`config.mk`:
```
export PLATFORM = sky130hd
export DESIGN_NAME = ts_pid_filter_table_top
export DESIGN_NICKNAME = d
export VERILOG_FILES = /design/src/rtl/core/tspft_pkg.sv /design/src/rtl/core/tspft_cell.sv /design/src/rtl/core/tspft_ctrl.sv /design/src/rtl/core/ts_pid_filter_table_top.sv
export SDC_FILE = /design/constraint.sdc
export NUM_CORES = 1
export LEC_CHECK = 0
export ABC_AREA = 0
export BUFFER_PORTS_ARGS = -buffer_cell sky130_fd_sc_hd__buf_4
export CAP_MARGIN = 20
export CORE_ASPECT_RATIO = 0.7
export CORE_MARGIN = 5
export CORE_UTILIZATION = 60
export CTS_CLUSTER_DIAMETER = 30
export DETAILED_ROUTE_END_ITERATION = 12
export PLACE_DENSITY = 0.9
export SYNTH_ARGS = -nofsm -noshare
export SYNTH_HDL_FRONTEND = slang
export SYNTH_SLANG_ARGS = --single-unit
```
`constraint.sdc`:
```
create_clock -name i_clk -period 6 [get_ports i_clk]
set_input_delay 0.3 -clock i_clk [delete_from_list [all_inputs] [get_ports i_clk]]
set_output_delay 0.3 -clock i_clk [all_outputs]
set_load 0.02 [all_outputs]
```
`src/rtl/core/tspft_pkg.sv`:
```
`default_nettype none
package tspft_pkg;

    localparam int TABLE_ENTRIES = 16;
    localparam int IDX_W         = (TABLE_ENTRIES > 1) ? $clog2(TABLE_ENTRIES) : 1;
    localparam int CNT_W         = $clog2(TABLE_ENTRIES + 1);
    localparam int PID_W         = 13;
    localparam int SLOT_W        = 4;
    localparam int OUTC_W        = 3;
    localparam int DEFAULT_COUNT = 8;

    localparam logic [1:0] OP_ADD    = 2'd0;
    localparam logic [1:0] OP_REMOVE = 2'd1;
    localparam logic [1:0] OP_QUERY  = 2'd2;
    localparam logic [1:0] OP_UNUSED = 2'd3;

    localparam logic [OUTC_W-1:0] OUT_INSERTED  = 3'd0;
    localparam logic [OUTC_W-1:0] OUT_PRESENT   = 3'd1;
    localparam logic [OUTC_W-1:0] OUT_FULL      = 3'd2;
    localparam logic [OUTC_W-1:0] OUT_REMOVED   = 3'd3;
    localparam logic [OUTC_W-1:0] OUT_NOT_FOUND = 3'd4;
    localparam logic [OUTC_W-1:0] OUT_HIT       = 3'd5;
    localparam logic [OUTC_W-1:0] OUT_MISS      = 3'd6;

    localparam logic [PID_W-1:0] DEFAULT_PIDS [DEFAULT_COUNT] = '{
        13'h0000, 13'h1fff, 13'h0001, 13'h0010,
        13'h0011, 13'h0012, 13'h0013, 13'h1ffb
    };

    typedef struct packed {
        logic [1:0]       op;
        logic [PID_W-1:0] pid;
    } t_in;

    typedef struct packed {
        logic              entry_valid;
        logic [SLOT_W-1:0] filter_slot;
        logic [PID_W-1:0]  slot_pid;
        logic [OUTC_W-1:0] outcome;
        logic              last;
    } t_out;

    typedef struct packed {
        logic             used;
        logic [PID_W-1:0] pid;
    } t_entry;

    function automatic t_entry default_entry(input int idx);
        t_entry e;
        e.used = 1'b0;
        e.pid  = '0;
        if (idx < DEFAULT_COUNT) begin
            e.used = 1'b1;
            e.pid  = DEFAULT_PIDS[idx];
        end
        return e;
    endfunction

endpackage
`default_nettype wire

```
`src/rtl/core/tspft_cell.sv`:
```
`default_nettype none
module tspft_cell (
    input  wire                  i_clk,
    input  wire                  i_rst_n,
    input  wire                  i_shift,
    input  tspft_pkg::t_entry    i_rst_val,
    input  tspft_pkg::t_entry    i_d,
    output tspft_pkg::t_entry    o_q
);

    tspft_pkg::t_entry r_entry;

    always_ff @(posedge i_clk) begin
        if (!i_rst_n) begin
            r_entry <= i_rst_val;
        end else if (i_shift) begin
            r_entry <= i_d;
        end
    end

    assign o_q = r_entry;

endmodule
`default_nettype wire

```
`src/rtl/core/tspft_ctrl.sv`:
```
`default_nettype none
module tspft_ctrl (
    input  wire                  i_clk,
    input  wire                  i_rst_n,
    input  wire                  i_valid,
    output logic                 o_stall,
    input  tspft_pkg::t_in       i_data,
    output logic                 o_valid,
    input  wire                  i_stall,
    output tspft_pkg::t_out      o_data,
    input  tspft_pkg::t_entry    i_head,
    output tspft_pkg::t_entry    o_tail,
    output logic                 o_shift
);

    localparam logic [1:0] S_IDLE   = 2'd0;
    localparam logic [1:0] S_SCAN   = 2'd1;
    localparam logic [1:0] S_EMIT   = 2'd2;
    localparam logic [1:0] S_STATUS = 2'd3;

    localparam logic [tspft_pkg::IDX_W-1:0] STEP_LAST =
        tspft_pkg::IDX_W'(tspft_pkg::TABLE_ENTRIES - 1);

    logic [1:0]                          r_state, n_state;
    logic [1:0]                          r_op, n_op;
    logic [tspft_pkg::PID_W-1:0]         r_pid, n_pid;
    logic [tspft_pkg::IDX_W-1:0]         r_step, n_step;
    logic                                r_hit, n_hit;
    logic                                r_free, n_free;
    logic                                r_done, n_done;
    logic [tspft_pkg::CNT_W-1:0]         r_cnt, n_cnt;
    logic [tspft_pkg::CNT_W-1:0]         r_total, n_total;
    logic [tspft_pkg::CNT_W-1:0]         r_num, n_num;
    logic [tspft_pkg::OUTC_W-1:0]        r_outc, n_outc;
    logic                                r_out_valid, n_out_valid;
    tspft_pkg::t_out                     r_out, n_out;

    logic              adv;
    logic              head_match;
    tspft_pkg::t_entry mod;

    assign adv        = !r_out_valid || !i_stall;
    assign head_match = i_head.used && (i_head.pid == r_pid);

    always_comb begin
        n_state     = r_state;
        n_op        = r_op;
        n_pid       = r_pid;
        n_step      = r_step;
        n_hit       = r_hit;
        n_free      = r_free;
        n_done      = r_done;
        n_cnt       = r_cnt;
        n_total     = r_total;
        n_num       = r_num;
        n_outc      = r_outc;
        n_out_valid = r_out_valid;
        n_out       = r_out;
        mod         = i_head;
        o_shift     = 1'b0;

        if (r_out_valid && !i_stall) begin
            n_out_valid = 1'b0;
        end

        case (r_state)
            S_IDLE: begin
                if (i_valid && i_data.op != tspft_pkg::OP_UNUSED) begin
                    n_op    = i_data.op;
                    n_pid   = i_data.pid;
                    n_step  = '0;
                    n_hit   = 1'b0;
                    n_free  = 1'b0;
                    n_cnt   = '0;
                    n_state = S_SCAN;
                end
            end
            S_SCAN: begin
                o_shift = 1'b1;
                n_hit   = r_hit | head_match;
                n_free  = r_free | !i_head.used;
                n_cnt   = r_cnt + tspft_pkg::CNT_W'(i_head.used);
                n_step  = r_step + 1'b1;
                if (r_step == STEP_LAST) begin
                    n_step = '0;
                    n_done = 1'b0;
                    n_num  = '0;
                    n_state = S_STATUS;
                    case (r_op)
                        tspft_pkg::OP_ADD: begin
                            if (n_hit) begin
                                n_outc = tspft_pkg::OUT_PRESENT;
                            end else begin
                                n_outc  = n_free ? tspft_pkg::OUT_INSERTED
                                                 : tspft_pkg::OUT_FULL;
                                n_total = n_cnt + tspft_pkg::CNT_W'(n_free);
                                n_state = (n_total == '0) ? S_STATUS : S_EMIT;
                            end
                        end
                        tspft_pkg::OP_REMOVE: begin
                            n_outc  = n_hit ? tspft_pkg::OUT_REMOVED
                                            : tspft_pkg::OUT_NOT_FOUND;
                            n_total = n_cnt - tspft_pkg::CNT_W'(n_hit);
                            n_state = S_EMIT;
                        end
                        default: begin
                            n_outc = n_hit ? tspft_pkg::OUT_HIT : tspft_pkg::OUT_MISS;
                        end
                    endcase
                end
            end
            S_EMIT: begin
                if (!r_done && r_outc == tspft_pkg::OUT_INSERTED && !i_head.used) begin
                    mod.used = 1'b1;
                    mod.pid  = r_pid;
                end
                if (!r_done && r_outc == tspft_pkg::OUT_REMOVED && head_match) begin
                    mod.used = 1'b0;
                    mod.pid  = '0;
                end
                if (adv) begin
                    o_shift = 1'b1;
                    n_step  = r_step + 1'b1;
                    if (mod != i_head) begin
                        n_done = 1'b1;
                    end
                    if (mod.used) begin
                        n_out_valid       = 1'b1;
                        n_out.entry_valid = 1'b1;
                        n_out.filter_slot = tspft_pkg::SLOT_W'(r_num);
                        n_out.slot_pid    = mod.pid;
                        n_out.outcome     = r_outc;
                        n_out.last        = (r_num == r_total - 1'b1);
                        n_num             = r_num + 1'b1;
                    end
                    if (r_step == STEP_LAST) begin
                        n_step  = '0;
                        n_state = (r_total == '0) ? S_STATUS : S_IDLE;
                    end
                end
            end
            S_STATUS: begin
                if (adv) begin
                    n_out_valid       = 1'b1;
                    n_out.entry_valid = 1'b0;
                    n_out.filter_slot = '0;
                    n_out.slot_pid    = '0;
                    n_out.outcome     = r_outc;
                    n_out.last        = 1'b1;
                    n_state           = S_IDLE;
                end
            end
            default: begin
                n_state = S_IDLE;
            end
        endcase
    end

    always_ff @(posedge i_clk) begin
        if (!i_rst_n) begin
            r_state     <= S_IDLE;
            r_step      <= '0;
            r_done      <= 1'b0;
            r_out_valid <= 1'b0;
        end else begin
            r_state     <= n_state;
            r_step      <= n_step;
            r_done      <= n_done;
            r_out_valid <= n_out_valid;
        end
    end

    always_ff @(posedge i_clk) begin
        r_op    <= n_op;
        r_pid   <= n_pid;
        r_hit   <= n_hit;
        r_free  <= n_free;
        r_cnt   <= n_cnt;
        r_total <= n_total;
        r_num   <= n_num;
        r_outc  <= n_outc;
        r_out   <= n_out;
    end

    assign o_stall = (r_state != S_IDLE);
    assign o_valid = r_out_valid;
    assign o_data  = r_out;
    assign o_tail  = mod;

endmodule
`default_nettype wire

```
`src/rtl/core/ts_pid_filter_table_top.sv`:
```
// Table entries sit in a ring of cells that rotates one slot per cycle during the search,
// and during the emit pass whenever the output is not stalled. Add/remove: one full rotation
// of search, then a second rotation emitting one list beat per used slot, plus a status beat
// when a remove leaves the table empty.
// Query or duplicate add: a status beat follows the search rotation.
// Reset (sync, active low) loads defaults.
`default_nettype none
module ts_pid_filter_table_top (
    input  wire                i_clk,
    input  wire                i_rst_n,
    input  wire                i_valid,
    output logic               o_stall,
    input  tspft_pkg::t_in     i_data,
    output logic               o_valid,
    input  wire                i_stall,
    output tspft_pkg::t_out    o_data
);

    tspft_pkg::t_entry q [tspft_pkg::TABLE_ENTRIES];
    tspft_pkg::t_entry tail;
    logic              shift;

    genvar g;
    generate
        for (g = 0; g < tspft_pkg::TABLE_ENTRIES; g++) begin : g_cell
            tspft_pkg::t_entry d;
            if (g == tspft_pkg::TABLE_ENTRIES - 1) begin : g_tail
                assign d = tail;
            end else begin : g_mid
                assign d = q[g+1];
            end
            tspft_cell u_cell (
                .i_clk     (i_clk),
                .i_rst_n   (i_rst_n),
                .i_shift   (shift),
                .i_rst_val (tspft_pkg::default_entry(g)),
                .i_d       (d),
                .o_q       (q[g])
            );
        end
    endgenerate

    tspft_ctrl u_ctrl (
        .i_clk   (i_clk),
        .i_rst_n (i_rst_n),
        .i_valid (i_valid),
        .o_stall (o_stall),
        .i_data  (i_data),
        .o_valid (o_valid),
        .i_stall (i_stall),
        .o_data  (o_data),
        .i_head  (q[0]),
        .o_tail  (tail),
        .o_shift (shift)
    );

endmodule
`default_nettype wire
```
# Word level (Yosys, flattened, before mapping)
# Cells that the tools add are included.
totals:
  regBits: 289
  output_inout_bits: 24
  elab_cells: 156
classes:
  add_sub_neg: 6
  n_eq_ne: 18
  n_mux: 49
  bitwise: 2
  n_reduce_logical: 32
ops:
  columns: ["operator", "n"]
  rows:
  - ["$mux W22", 3]
  - ["$mux W14", 4]
  - ["$pmux W22 S2", 1]
  - ["$pmux W5 S2", 3]
  - ["$mux W5", 5]
  - ["$mux W2", 9]
  - ["$reduce_and A4 Y1", 4]
  - ["$ne A14 B14 Y1", 1]
  - ["$ne A2 B1 Y1 const B", 7]
  - ["$eq A13 B13 Y1", 1]
  - ["$mux W4", 3]
  - ["$pmux W4 S3", 1]
  - ["$add A5 B1 Y5", 2]
  - ["$logic_not A5 Y1", 2]
  - ["$mux W1", 10]
  - ["$pmux W1 S2", 5]
  - ["$reduce_bool A2 Y1", 5]
  - ["$pmux W2 S4", 1]
  - ["$logic_and A1 B1 Y1", 7]
  - ["$mux W3", 2]
  - ["$pmux W3 S2", 1]
  - ["$reduce_and A2 Y1", 3]
  - ["$add A5 B1 Y5 const B", 1]
  - ["$eq A5 B5 Y1", 1]
  - ["17 further kinds", 25]

# Longest topological paths before layout
# Gate-level depths: netlist of run 1.
logic_depth:
  ltp_word: 10
  mapped_depth: 10
  ltp_nobuf: 10

# Cells and area by module
# From an unflattened synthesis of run 1, not the netlist that was laid out.
hier_totals:
  cells_unflattened: 806
  hier_area_um2: 13807.0
modules_own_cells:
  columns: ["module", "instances", "cells_each", "area_each_um2", "seq_area_each_um2"]
  rows:
  - ["tspft_cell", 16, 31, 649.4, 420.4]
  - ["tspft_ctrl", 1, 308, 3409.5, 1871.8]
  - ["ts_pid_filter_table_top", 1, 2, 7.5, 0.0]

# Least setup slack after synthesis of run 1
# OpenSTA, ideal clock, no wires.
synth_path:
  path_type: "register to register"
  startpoint: "register u_ctrl.r_pid[2] (netlist bit)"
  endpoint: "register u_ctrl.r_out, in the netlist u_ctrl.o_data[0] (enable)"
  arrival_time_ps: 1654
  t_required_ps: 5650
  setup_slack_ps: 3996
  stages_incl_launch_ff: 7
  cell_sequence: "edfxtp_1 -> xnor2_1 -> nand4_1 -> nor4_2 -> nand4_1 -> o21a_1 -> a22o_1"
synth_via:
  elab_chain_len: 7
synth_lines:
  columns: ["element", "line_no", "source"]
  rows:
  - ["from (decl)", "tspft_ctrl.sv:26", "logic [tspft_pkg::PID_W-1:0] r_pid, n_pid;"]
  - ["from (signal assigned)", "tspft_ctrl.sv:175", "r_pid <= n_pid;"]
  - ["$eq A13 B13 Y1", "tspft_ctrl.sv:43", "assign head_match = i_head.used && (i_head.pid == r_pid);"]
  - ["$logic_and A1 B1 Y1", "tspft_ctrl.sv:43", null]
  - ["$logic_and A1 B1 Y1", "tspft_ctrl.sv:117", "if (!r_done && r_outc == tspft_pkg::OUT_REMOVED && head_match) begin"]
  - ["$mux W14", "tspft_ctrl.sv:117", null]
  - ["$mux W14", "tspft_ctrl.sv:66", "case (r_state)"]
  - ["$ne A2 B1 Y1 (no source line)", null, null]
  - ["$reduce_and A4 Y1 (no source line)", null, null]
  - ["to (signal assigned)", "tspft_ctrl.sv:182", "r_out <= n_out;"]
  - ["to (decl)", "tspft_ctrl.sv:36", "tspft_pkg::t_out r_out, n_out;"]
# No other way between the ends. The select of a mux whose other input is x is not followed.
# A chain may end at the register's enable or synchronous reset.

# Worst setup path in the final report of run 1
layout_path:
  startpoint: "register u_ctrl.r_state[0]"
  endpoint: "register g_cell[2].u_cell.r_entry, in the netlist g_cell[2].u_cell.o_q[4]"
layout_via:
  elab_chain_len: 2
  word_cells_on_any_way: 3
layout_lines:
  columns: ["element", "line_no", "source"]
  rows:
  - ["from (decl)", "tspft_ctrl.sv:24", "logic [1:0] r_state, n_state;"]
  - ["from (signal assigned)", "tspft_ctrl.sv:166", "r_state <= n_state;"]
  - ["$eq A2 B2 Y1 / $eq A2 B1 Y1 (equally long branches)", "tspft_ctrl.sv:66", null]
  - ["$pmux W1 S2 *", "tspft_ctrl.sv:66", null]
  - ["to (signal assigned)", "tspft_cell.sv:15", "r_entry <= i_rst_val;"]
  - ["to (signal assigned)", "tspft_cell.sv:17", "r_entry <= i_d;"]
  - ["to (decl)", "tspft_cell.sv:11", "tspft_pkg::t_entry r_entry;"]
# Mark *: on every way between the ends. The rest lies on a longest branch, timed or not.

==> impl_metrics.env, run 1 <==
export IMPL_regArea_sq_mm=0.00636
export IMPL_min_path_type="in2reg"
export IMPL_clk_pin_slew_ns=0.07
export IMPL_io_pins=43
export IMPL_syn_to_final_growth_pct=14.4
export IMPL_crit_start="u_ctrl.r_state[0]$_SDFFE_PN0P_"
export IMPL_status="completed"
export IMPL_ys_flop_type="dfxtp_1"
export IMPL_reg2reg_depth=9
export IMPL_finalSetupTns_ns=0
export IMPL_ant_nets=0
export IMPL_clockBufferDepth=3
export IMPL_avgViaCountPerCell=5.65
export IMPL_io_buffers=42
export IMPL_synth_seq_area_share=0.552
export IMPL_ctsHtreeMaxLevel=2
export IMPL_coreArea_sq_mm=0.0189
export IMPL_die_width_microns=176
export IMPL_reg2reg_from="u_ctrl.r_state[0]$_SDFFE_PN0P_"
export IMPL_p_leak_nw=4.83
export IMPL_ys_async_sr_fraction=0
export IMPL_cts_made_buffers=35
export IMPL_ys_types=52
export IMPL_slew_headroom=0.288
export IMPL_critical_path_class="reg2reg"
export IMPL_hold_viol=0
export IMPL_multiInputGateArea_sq_mm=0.00470
export IMPL_track_usage=0.221
export IMPL_clk_latency_ns=0.50
export IMPL_die_area_sq_mm=0.0221
export IMPL_cts_resized_gates=0
export IMPL_clock_root_buffer="clkbuf_16"
export IMPL_hpwl_microns=13400
export IMPL_arrival_ns=3.56
export IMPL_dr_first_iter_drc_count=841
export IMPL_slew_viol_final=0
export IMPL_crit_fanout=97
export IMPL_ys_warnings_count=0
export IMPL_post_cts_buffers=0
export IMPL_synth_seq_cells=289
export IMPL_synth_edf_count=57
export IMPL_vias=8735
export IMPL_syn_area_per_cell_sq_um=9.11
export IMPL_critPathCapture="g_cell[2].u_cell.o_q[4]$_SDFFE_PN0P_"
export IMPL_cts_sinks=289
export IMPL_rows=42
export IMPL_fillerInstances=1239
export IMPL_drc_errors=0
export IMPL_grt_pass1_vias=8556
export IMPL_syn_area_sq_mm=0.0115
export IMPL_synth_cells=1265
export IMPL_grt_max_degree=222
export IMPL_final_nets=1313
export IMPL_vdd_drop_max_mv=0.535
export IMPL_max_cap_viol_count=0
export IMPL_powerDensity_mw_per_mm2=463
export IMPL_fin_skew_ns=0.0128
export IMPL_drive_gt1_frac=0.0958
export IMPL_finalSetupViolCount=0
export IMPL_endpoint_kind="flop"
export IMPL_wl_per_cell_microns=15.9
export IMPL_r2r_slack_ns=2.84
export IMPL_antenna_found_initial=0
export IMPL_rsz0062_at_grt="no"
export IMPL_fp_dieH_microns=126
export IMPL_r2r_end="g_cell[2].u_cell.o_q[4]$_SDFFE_PN0P_"
export IMPL_grt_overflow=0
export IMPL_first_pass_iters=5
export IMPL_diodes=0
export IMPL_finalCritPeriodShare=0.527
export IMPL_grt_pass1_wl_microns=41300
export IMPL_worst_slew_pin_slew_ns=1.07
export IMPL_drt_wl_total_microns=24600
export IMPL_initial_utilization=0.611
export IMPL_min_period_ns=3.16
export IMPL_stdcell_count=1547
export IMPL_cts_tree="done"
export IMPL_max_freq_ghz=0.316
export IMPL_syn_nets=1298
export IMPL_gp_congestion=0.884
export IMPL_dp_cells=1469
export IMPL_critPathLaunchType="flop"
export IMPL_worstPathRequired_ns=6.40
critical path, cell delays in order (launching register included):
cell and delay [ns]:
dfxtp_1 0.35, inv_1 0.14, ha_1 0.19, buf_4 0.28, inv_1 0.14, nor2_4 0.20, o21a_4 0.80, buf_4 0.60
nand2_1 0.11, a21boi_0 0.21
cells in the mapped netlist (3+ instances only):
cell type	count	area, sq um
xor2_1	6	52.6
and2_1	7	43.8
a21boi_0	152	1140
nor2b_1	6	37.5
a21boi_1	18	135
ha_1	14	175
buf_6	3	33.8
nand3_1	67	335
clkbuf_1	46	173
and3_1	16	100
mux2_2	8	90.1
a21oi_1	33	165
buf_4	3	22.5
nand2_1	435	1630
buf_2	33	165
inv_1	12	45.0
nor3_1	4	20.0
nand4_1	5	31.3
dfxtp_1	232	4640
mux2_1	5	56.3
nor2_1	21	78.8
xnor2_1	23	201
o21ai_0	23	115
edfxtp_1	57	1710
per-stage QoR:
| stage | total power [mW] | setup slack, ns | cell area [sq um] | util | hold slack (ns) |
|---|---|---|---|---|---|
| finish | 6.10 | 2.84 | 13200 | 0.699 | 0.175 |
| floorplan | 3.56 | 4.00 | 11500 | - | 0.399 |
| detailed placement | 3.88 | 2.60 | 11800 | 0.625 | 0.443 |
| CTS | 6.09 | 2.48 | 13200 | 0.698 | 0.165 |
| global placement | 3.82 | 2.70 | 11800 | 0.625 | 0.438 |
| global route | 6.42 | 2.56 | 13200 | 0.699 | 0.181 |
how the worst min path moves through the flow:
stage                                                      start                                     end  slack [ns]  depth (start not counted)
after floorplan                                       i_data[13]                u_ctrl.r_op[0]$_DFFE_PP_        0.40                          0
after global placement      g_cell[5].u_cell.o_q[3]$_SDFFE_PN0P_    g_cell[4].u_cell.o_q[3]$_SDFFE_PN0P_        0.44                          2
after detailed placement  g_cell[15].u_cell.o_q[13]$_SDFFE_PN0P_  g_cell[14].u_cell.o_q[13]$_SDFFE_PN0P_        0.44                          2
after CTS                                                i_rst_n   g_cell[1].u_cell.o_q[12]$_SDFFE_PN1P_        0.16                          2
after global routing                                     i_rst_n    g_cell[1].u_cell.o_q[5]$_SDFFE_PN1P_        0.18                          2
final                                                    i_rst_n   g_cell[1].u_cell.o_q[12]$_SDFFE_PN1P_        0.18                          2
logic make-up (layout without fill, tap and decap cells):
| logic type | Yosys count | after routing | share of synthesized area |
|---|---|---|---|
| flip-flops | 289 | 289 | 0.552 |
| adder cells (fa/ha/maj) | 14 | 14 | 0.0152 |
| buffers and inverters | 101 | 141 | 0.0405 |
| multiplexers | 14 | 14 | 0.0136 |
| AND/OR/NAND/NOR | 571 | 571 | 0.205 |
| AO/OA/AOI/OAI | 247 | 247 | 0.152 |
| XOR/XNOR | 29 | 29 | 0.0221 |
cell usage in the layout, fill, tap and decap left out, types with 3 or more instances in the layout:
master	instances
and3_1	16
nand3_1	67
bufinv_16	5
xor2_1	6
nor2b_1	6
clkinvlp_4	4
o21ai_0	23
mux2_1	5
nand4_1	5
nand2_1	435
buf_4	49
edfxtp_1	57
ha_1	14
a21boi_0	152
dfxtp_1	232
clkbuf_1	5
clkbuf_16	37
clkinv_4	3
mux2_2	8
and2_1	7
dlygate4sd3_1	15
a21boi_1	18
inv_1	12
xnor2_1	23
a21oi_1	33
nor2_1	21
nor3_1	4
sequential cells by signal, indices dropped and copies added (netlist names):
register / flops
u_ctrl.r_pid: 13
u_ctrl.r_step: 4
u_ctrl.r_hit: 1
u_ctrl.r_state: 2
u_ctrl.r_op: 2
u_ctrl.r_done: 1
u_ctrl.o_valid: 1
u_ctrl.r_outc: 3
u_ctrl.r_num: 5
g_cell.u_cell.o_q: 224
u_ctrl.r_cnt: 5
u_ctrl.r_free: 1
u_ctrl.o_data: 22
u_ctrl.r_total: 5
cell type report:
type,instances,share of cell area
clock inverters,18,0.0186
well taps,242,0.0230
multi-input cells,875,0.357
inverters,13,0.00370
repair buffers,66,0.0420
clock buffers,44,0.0738
flip-flops and latches,289,0.482
where the power goes:
| part | total (mW) | switching (mW) | leakage [nW] | internal [mW] |
|---|---|---|---|---|
| Combinational | 1.41 | 0.950 | 1.84 | 0.463 |
| Clock | 2.18 | 0.810 | 0.583 | 1.37 |
| Sequential | 2.50 | 0.181 | 2.41 | 2.32 |
repair_timing:
| item | in CTS | in global routing |
|---|---|---|
| endpoints found under the setup margin | 0 | 0 |
| hold buffers | 15 | 0 |
| endpoints found under the hold margin | 15 | 0 |
layer usage:
metal,track usage,share of wire,up-vias
met1,0.282,0.41,4139
met3,0.0413,0.063,66
met4,0.0683,0.028,0
li1,-,-,4228
met5,0,0,-
met2,0.386,0.50,302
(Power assumes the default switching activity.)
==> inputs of run 2 (changes only) <==
--- a/config.mk
+++ b/config.mk
@@ -5,7 +5,7 @@
 export SDC_FILE = /design/constraint.sdc
 export NUM_CORES = 1
 export LEC_CHECK = 0
-export ABC_AREA = 0
+export ABC_AREA = 1
 export BUFFER_PORTS_ARGS = -buffer_cell sky130_fd_sc_hd__buf_4
 export CAP_MARGIN = 20
 export CORE_ASPECT_RATIO = 0.7
==> constraint.sdc (replaced) <==
create_clock -name i_clk -period 3 [get_ports i_clk]
set_input_delay 0.15 -clock i_clk [delete_from_list [all_inputs] [get_ports i_clk]]
set_output_delay 0.15 -clock i_clk [all_outputs]
set_load 0.02 [all_outputs]
==> impl_metrics.env, run 2 <==
export IMPL_status="completed"
export IMPL_crit_fanout=8
export IMPL_final_common_cell="nor2_1"
export IMPL_rows=41
export IMPL_die_area_sq_mm=0.0215
export IMPL_ant_nets=0
export IMPL_die_width_microns=173
export IMPL_slew_headroom=0.408
export IMPL_ys_async_sr_fraction=0
export IMPL_final_nets=1440
export IMPL_wl_per_cell_microns=15.0
export IMPL_cts_sinks=289
export IMPL_drc_errors=0
export IMPL_critical_path_class="reg2reg"
export IMPL_reg2reg_from="u_ctrl.r_state[1]$_SDFFE_PN0P_"
export IMPL_fin_ws_ns=0.489
export IMPL_syn_nets=1410
export IMPL_grt_pass1_vias=8653
export IMPL_cts_tree="done"
export IMPL_hold_viol=0
export IMPL_clk_pin_slew_ns=0.06
export IMPL_synth_edf_count=57
export IMPL_preCtsSetupSlack_ns=0.578
export IMPL_fillerInstances=1277
export IMPL_rsz0062_at_grt="no"
export IMPL_muxShareOfSynthArea=0.00101
export IMPL_crit_start="u_ctrl.r_state[1]$_SDFFE_PN0P_"
export IMPL_fp_dieH_microns=124
export IMPL_coreArea_sq_mm=0.0182
export IMPL_worstPathRequired_ns=3.12
export IMPL_drive_gt1_frac=0.0880
export IMPL_avgViaCountPerCell=5.55
export IMPL_clockBufferDepth=3
export IMPL_syn_area_sq_mm=0.0112
export IMPL_max_cap_viol_count=0
export IMPL_min_period_ns=2.51
export IMPL_track_usage=0.234
export IMPL_io_pins=43
export IMPL_endpoint_kind="flop"
export IMPL_max_freq_ghz=0.398
export IMPL_post_cts_buffers=0
export IMPL_synth_cells=1377
export IMPL_grt_pass1_wl_microns=41700
export IMPL_hold_slack_ns=0.105
export IMPL_cts_made_buffers=35
export IMPL_synth_most_common_cell="nor2_1"
export IMPL_finalSetupTns_ns=0
export IMPL_synth_top_area_frac=0.416
export IMPL_ctsHtreeMaxLevel=2
export IMPL_arrival_ns=2.63
export IMPL_syn_to_final_growth_pct=15.9
export IMPL_yosys_area_share_adder=0.0157
export IMPL_first_pass_iters=6
export IMPL_powerDensity_mw_per_mm2=1140
export IMPL_synth_area_top_cells="dfxtp_1 (42%), edfxtp_1 (15%), nor2_1 (12%), o21ai_0 (9.3%), nand2_1 (6.6%)"
export IMPL_ys_types=35
export IMPL_ys_flop_type="dfxtp_1"
export IMPL_worst_slew_pin_slew_ns=0.880
export IMPL_antenna_found_initial=0
export IMPL_synth_top_family_by_area="simple AND/OR/NAND/NOR gates"
export IMPL_finalSetupViolCount=0
export IMPL_vdd_drop_max_mv=0.677
export IMPL_hold_start="i_valid"
export IMPL_slew_viol_final=0
export IMPL_final_cell_mix="nor2_1 (367), dfxtp_1 (232), o21ai_0 (207)"
export IMPL_min_path_type="in2reg"
export IMPL_initial_utilization=0.614
export IMPL_r2r_slack_ns=0.49
export IMPL_grt_max_degree=109
export IMPL_synthTopCellsByCount="nor2_1 (367), dfxtp_1 (232), o21ai_0 (207), nand2_1 (195), nand3_1 (66)"
export IMPL_synth_xor_area_frac=0.00863
export IMPL_synth_top_area_cell="dfxtp_1"
export IMPL_gp_congestion=0.902
export IMPL_largest_reg_flops=224
export IMPL_hpwl_microns=15300
export IMPL_io_buffers=42
export IMPL_clock_root_buffer="clkbuf_16"
export IMPL_critPathLaunchType="flop"
export IMPL_synth_simple_area_share=0.230
export IMPL_fin_skew_ns=0.0174
export IMPL_finalCritPeriodShare=0.837
export IMPL_p_leak_nw=5.28
export IMPL_grt_overflow=0
export IMPL_clk_latency_ns=0.49
export IMPL_dr_first_iter_drc_count=1003
export IMPL_synth_seq_area_share=0.570
export IMPL_synth_compound_area_frac=0.123
export IMPL_syn_area_per_cell_sq_um=8.10
export IMPL_diodes=0
export IMPL_ys_warnings_count=0
export IMPL_vias=9263
export IMPL_drt_wl_total_microns=25000
export IMPL_synth_seq_cells=289
[run 2: report_power, final]
part,internal (mW),switching (mW)
Combinational,1.54,2.92
Clock,2.48,1.61
Sequential,5.41,0.740
[run 2: critical path: stages, from the launching register on]
cell and delay, ns:
dfxtp_1 0.34, inv_1 0.14, ha_1 0.35, inv_1 0.19
nor2_1 0.37, a21boi_0 0.76
[run 2: metrics by stage]
stage | power, mW | area, sq um | utilization | std cells
3_5_place_dp | 10.5 | 11600 | 0.641 | 1591
6_report | 14.7 | 12900 | 0.712 | 1668
2_1_floorplan | 9.27 | 11200 | - | 1377
5_1_grt | 15.7 | 12900 | 0.712 | 1668
3_3_place_gp | 10.2 | 11600 | 0.641 | 1591
4_1_cts | 14.7 | 12900 | 0.712 | 1668
[run 2: repair_timing]
action                                 CTS  global route
hold buffers                            15             0
gates resized for setup                  0             0
endpoints found under the hold margin   15             0
[run 2: kinds of logic (layout without fill, tap and decap cells)]
kind of cell | after synthesis | in the layout
simple gates | 650 | 650
flops | 289 | 289
compound gates | 268 | 268
buf+inv | 144 | 199
fa+ha+maj | 14 | 14
xor+xnor | 11 | 11
mux | 1 | 1
[run 2: cell type report]
class                      count  area [sq um]  share of cell area
tap                          236           295              0.0228
sequential                   289          6360               0.491
clock buffer                  46           970              0.0750
clock inverter                16           168              0.0130
multi-input combinational    944          4240               0.328
timing repair buffer          75           663              0.0513
inverter                      62           238              0.0184
[run 2: layer usage]
layer,vias to the layer above,wire [microns],track usage
li1,4560,-,-
met1,4316,10800,0.311
met2,343,11600,0.389
met3,44,2220,0.0613
met4,0,408,0.0543
met5,-,0,0
[run 2: final timing paths]
kind,end,cells after the start
worst max register to register,u_ctrl.r_total[2]$_DFFE_PP_,5
worst max-delay path,u_ctrl.r_total[2]$_DFFE_PP_,5
worst min-delay path,u_ctrl.r_op[0]$_DFFE_PP_,3
worst min register to register,g_cell[7].u_cell.o_q[3]$_SDFFE_PN1P_,2
==> inputs of run 3 (changes only) <==
--- a/config.mk
+++ b/config.mk
@@ -10,10 +10,10 @@
 export CAP_MARGIN = 20
 export CORE_ASPECT_RATIO = 0.7
 export CORE_MARGIN = 5
-export CORE_UTILIZATION = 60
+export CORE_UTILIZATION = 55
 export CTS_CLUSTER_DIAMETER = 30
 export DETAILED_ROUTE_END_ITERATION = 12
-export PLACE_DENSITY = 0.9
+export PLACE_DENSITY = 0.87
 export SYNTH_ARGS = -nofsm -noshare
 export SYNTH_HDL_FRONTEND = slang
 export SYNTH_SLANG_ARGS = --single-unit
==> constraint.sdc (replaced) <==
create_clock -name i_clk -period 2.2 [get_ports i_clk]
set_input_delay 0.11 -clock i_clk [delete_from_list [all_inputs] [get_ports i_clk]]
set_output_delay 0.11 -clock i_clk [all_outputs]
set_load 0.02 [all_outputs]
==> impl_metrics.env, run 3 (same netlist as run 2, synthesis figures left out) <==
export IMPL_min_period_ns=2.13
export IMPL_crit_chain="or2_2 > nand3_1 > nor2_4 > buf_4 > buf_4 > nand3_2 > nand2_1 > inv_1 > nor2_2 > nor3_4 > buf_12 > clkbuf_16"
export IMPL_internal_power_mw=13.6
export IMPL_final_common_cell="nor2_1"
export IMPL_regArea_sq_mm=0.00636
export IMPL_multiInputGateArea_sq_mm=0.00432
export IMPL_final_nets=1464
export IMPL_io_pins=43
export IMPL_clk_latency_ns=0.51
export IMPL_final_util=0.677
export IMPL_slowest_stage="dfxtp_1"
export IMPL_vias=9280
export IMPL_grt_overflow=0
export IMPL_cp_slowest_stage_delay_ns=0.35
export IMPL_vdd_drop_max_mv=0.838
export IMPL_max_cap_viol_count=0
export IMPL_first_pass_iters=5
export IMPL_finalSetupTns_ns=0
export IMPL_die_width_microns=180
export IMPL_diodes=0
export IMPL_ant_nets=0
export IMPL_gp_congestion=0.909
export IMPL_cts_sinks=289
export IMPL_slew_viol_final=0
export IMPL_preCtsSetupSlack_ns=-0.0119
export IMPL_drt_wl_total_microns=25200
export IMPL_finalSetupViolCount=0
export IMPL_fillerInstances=1484
export IMPL_status="completed"
export IMPL_fin_ws_ns=0.0664
export IMPL_drive_gt1_frac=0.117
export IMPL_fin_skew_ns=0.0144
export IMPL_coreArea_sq_mm=0.0199
export IMPL_worst_path_buf_inv=5
export IMPL_cts_tree="done"
export IMPL_initial_utilization=0.562
export IMPL_sw_frac_of_total=0.350
export IMPL_stdcell_count=1729
export IMPL_stdcell_area_sq_mm=0.0134
export IMPL_cts_made_buffers=38
export IMPL_hold_slack_ns=0.108
export IMPL_slew_headroom=0.586
export IMPL_total_power_mw=21.0
export IMPL_crit_top_cell="buf_4"
export IMPL_syn_to_final_growth_pct=20.4
export IMPL_critPathLaunchType="flop"
export IMPL_crit_fanout=11
export IMPL_comb_power_share=0.309
export IMPL_die_area_sq_mm=0.0233
export IMPL_wl_per_cell_microns=14.6
export IMPL_clockBufferDepth=3
export IMPL_drc_errors=0
export IMPL_placed_area_sq_mm=0.0119
export IMPL_track_usage=0.215
export IMPL_critical_path_class="reg2reg"
export IMPL_antenna_found_initial=0
export IMPL_max_freq_ghz=0.469
export IMPL_seqPwrFrac=0.398
export IMPL_powerDensity_mw_per_mm2=1560
export IMPL_crit_family="simple AND/OR/NAND/NOR gates"
export IMPL_hold_viol=0
export IMPL_worstPathRequired_ns=2.43
export IMPL_grt_pass1_vias=8514
export IMPL_dr_first_iter_drc_count=1153
export IMPL_final_cell_mix="nor2_1 (362), dfxtp_1 (225), o21ai_0 (206)"
export IMPL_endpoint_kind="flop"
export IMPL_ctsHtreeMaxLevel=2
export IMPL_min_path_type="in2reg"
export IMPL_io_buffers=42
export IMPL_worst_slew_pin_slew_ns=0.620
export IMPL_p_leak_nw=5.46
export IMPL_arrival_ns=2.36
export IMPL_clock_root_buffer="clkbuf_16"
export IMPL_dp_cells=1641
export IMPL_largest_reg_flops=224
export IMPL_fp_dieH_microns=129
export IMPL_avgViaCountPerCell=5.37
export IMPL_finalCritPeriodShare=0.970
export IMPL_rows=43
export IMPL_clkPwrFrac=0.293
export IMPL_hpwl_microns=15600
export IMPL_grt_pass1_wl_microns=42000
export IMPL_clk_pin_slew_ns=0.06
export IMPL_p_switching_mw=7.33
export IMPL_grt_max_degree=73
==> run 3: final cells by class <==
type | instances | share of cell area
clock buffers | 49 | 0.0769
clock inverters | 19 | 0.0182
inverters | 62 | 0.0177
multi-input cells | 944 | 0.321
flip-flops and latches | 289 | 0.474
well taps | 270 | 0.0251
repair buffers | 96 | 0.0671
==> run 3: path summary, 6_finish.rpt <==
path	from	to	slack, ns	cells after the start
max	g_cell[0].u_cell.o_q[1]$_SDFFE_PN0P_	u_ctrl.o_data[7]$_SDFFCE_PN0P_	0.07	12
min	i_rst_n	g_cell[1].u_cell.o_q[6]$_SDFFE_PN1P_	0.11	2
max reg2reg	g_cell[0].u_cell.o_q[1]$_SDFFE_PN0P_	u_ctrl.o_data[7]$_SDFFCE_PN0P_	0.07	12
min reg2reg	g_cell[8].u_cell.o_q[10]$_SDFFE_PN0P_	g_cell[7].u_cell.o_q[10]$_SDFFE_PN1P_	0.45	2
==> run 3: layer usage <==
| metal | GRT usage | vias to the layer above | share of wire |
|---|---|---|---|
| li1 | - | 4590 | - |
| met3 | 0.0553 | 40 | 0.091 |
| met2 | 0.330 | 317 | 0.44 |
| met1 | 0.309 | 4333 | 0.45 |
| met4 | 0.0520 | 0 | 0.017 |
| met5 | 0 | - | 0 |
==> run 3: repair_timing <==
| action | in CTS | in global routing |
|---|---|---|
| gates cloned | 0 | 1 |
| hold buffers | 15 | 0 |
| buffers inserted | 1 | 3 |
| endpoints found under the setup margin | 1 | 10 |
| resized for setup | 3 | 20 |
| endpoints found under the hold margin | 15 | 0 |
| pin swaps | 1 | 5 |
==> run 3: power groups by stage <==
stage	logic, mW	clock network, mW	registers (mW)
floorplan	4.39	0	8.26
global placement	5.89	0	8.29
detailed placement	6.10	0	8.37
CTS	6.24	6.23	8.31
global route	7.40	6.50	8.55
finish	6.49	6.14	8.34
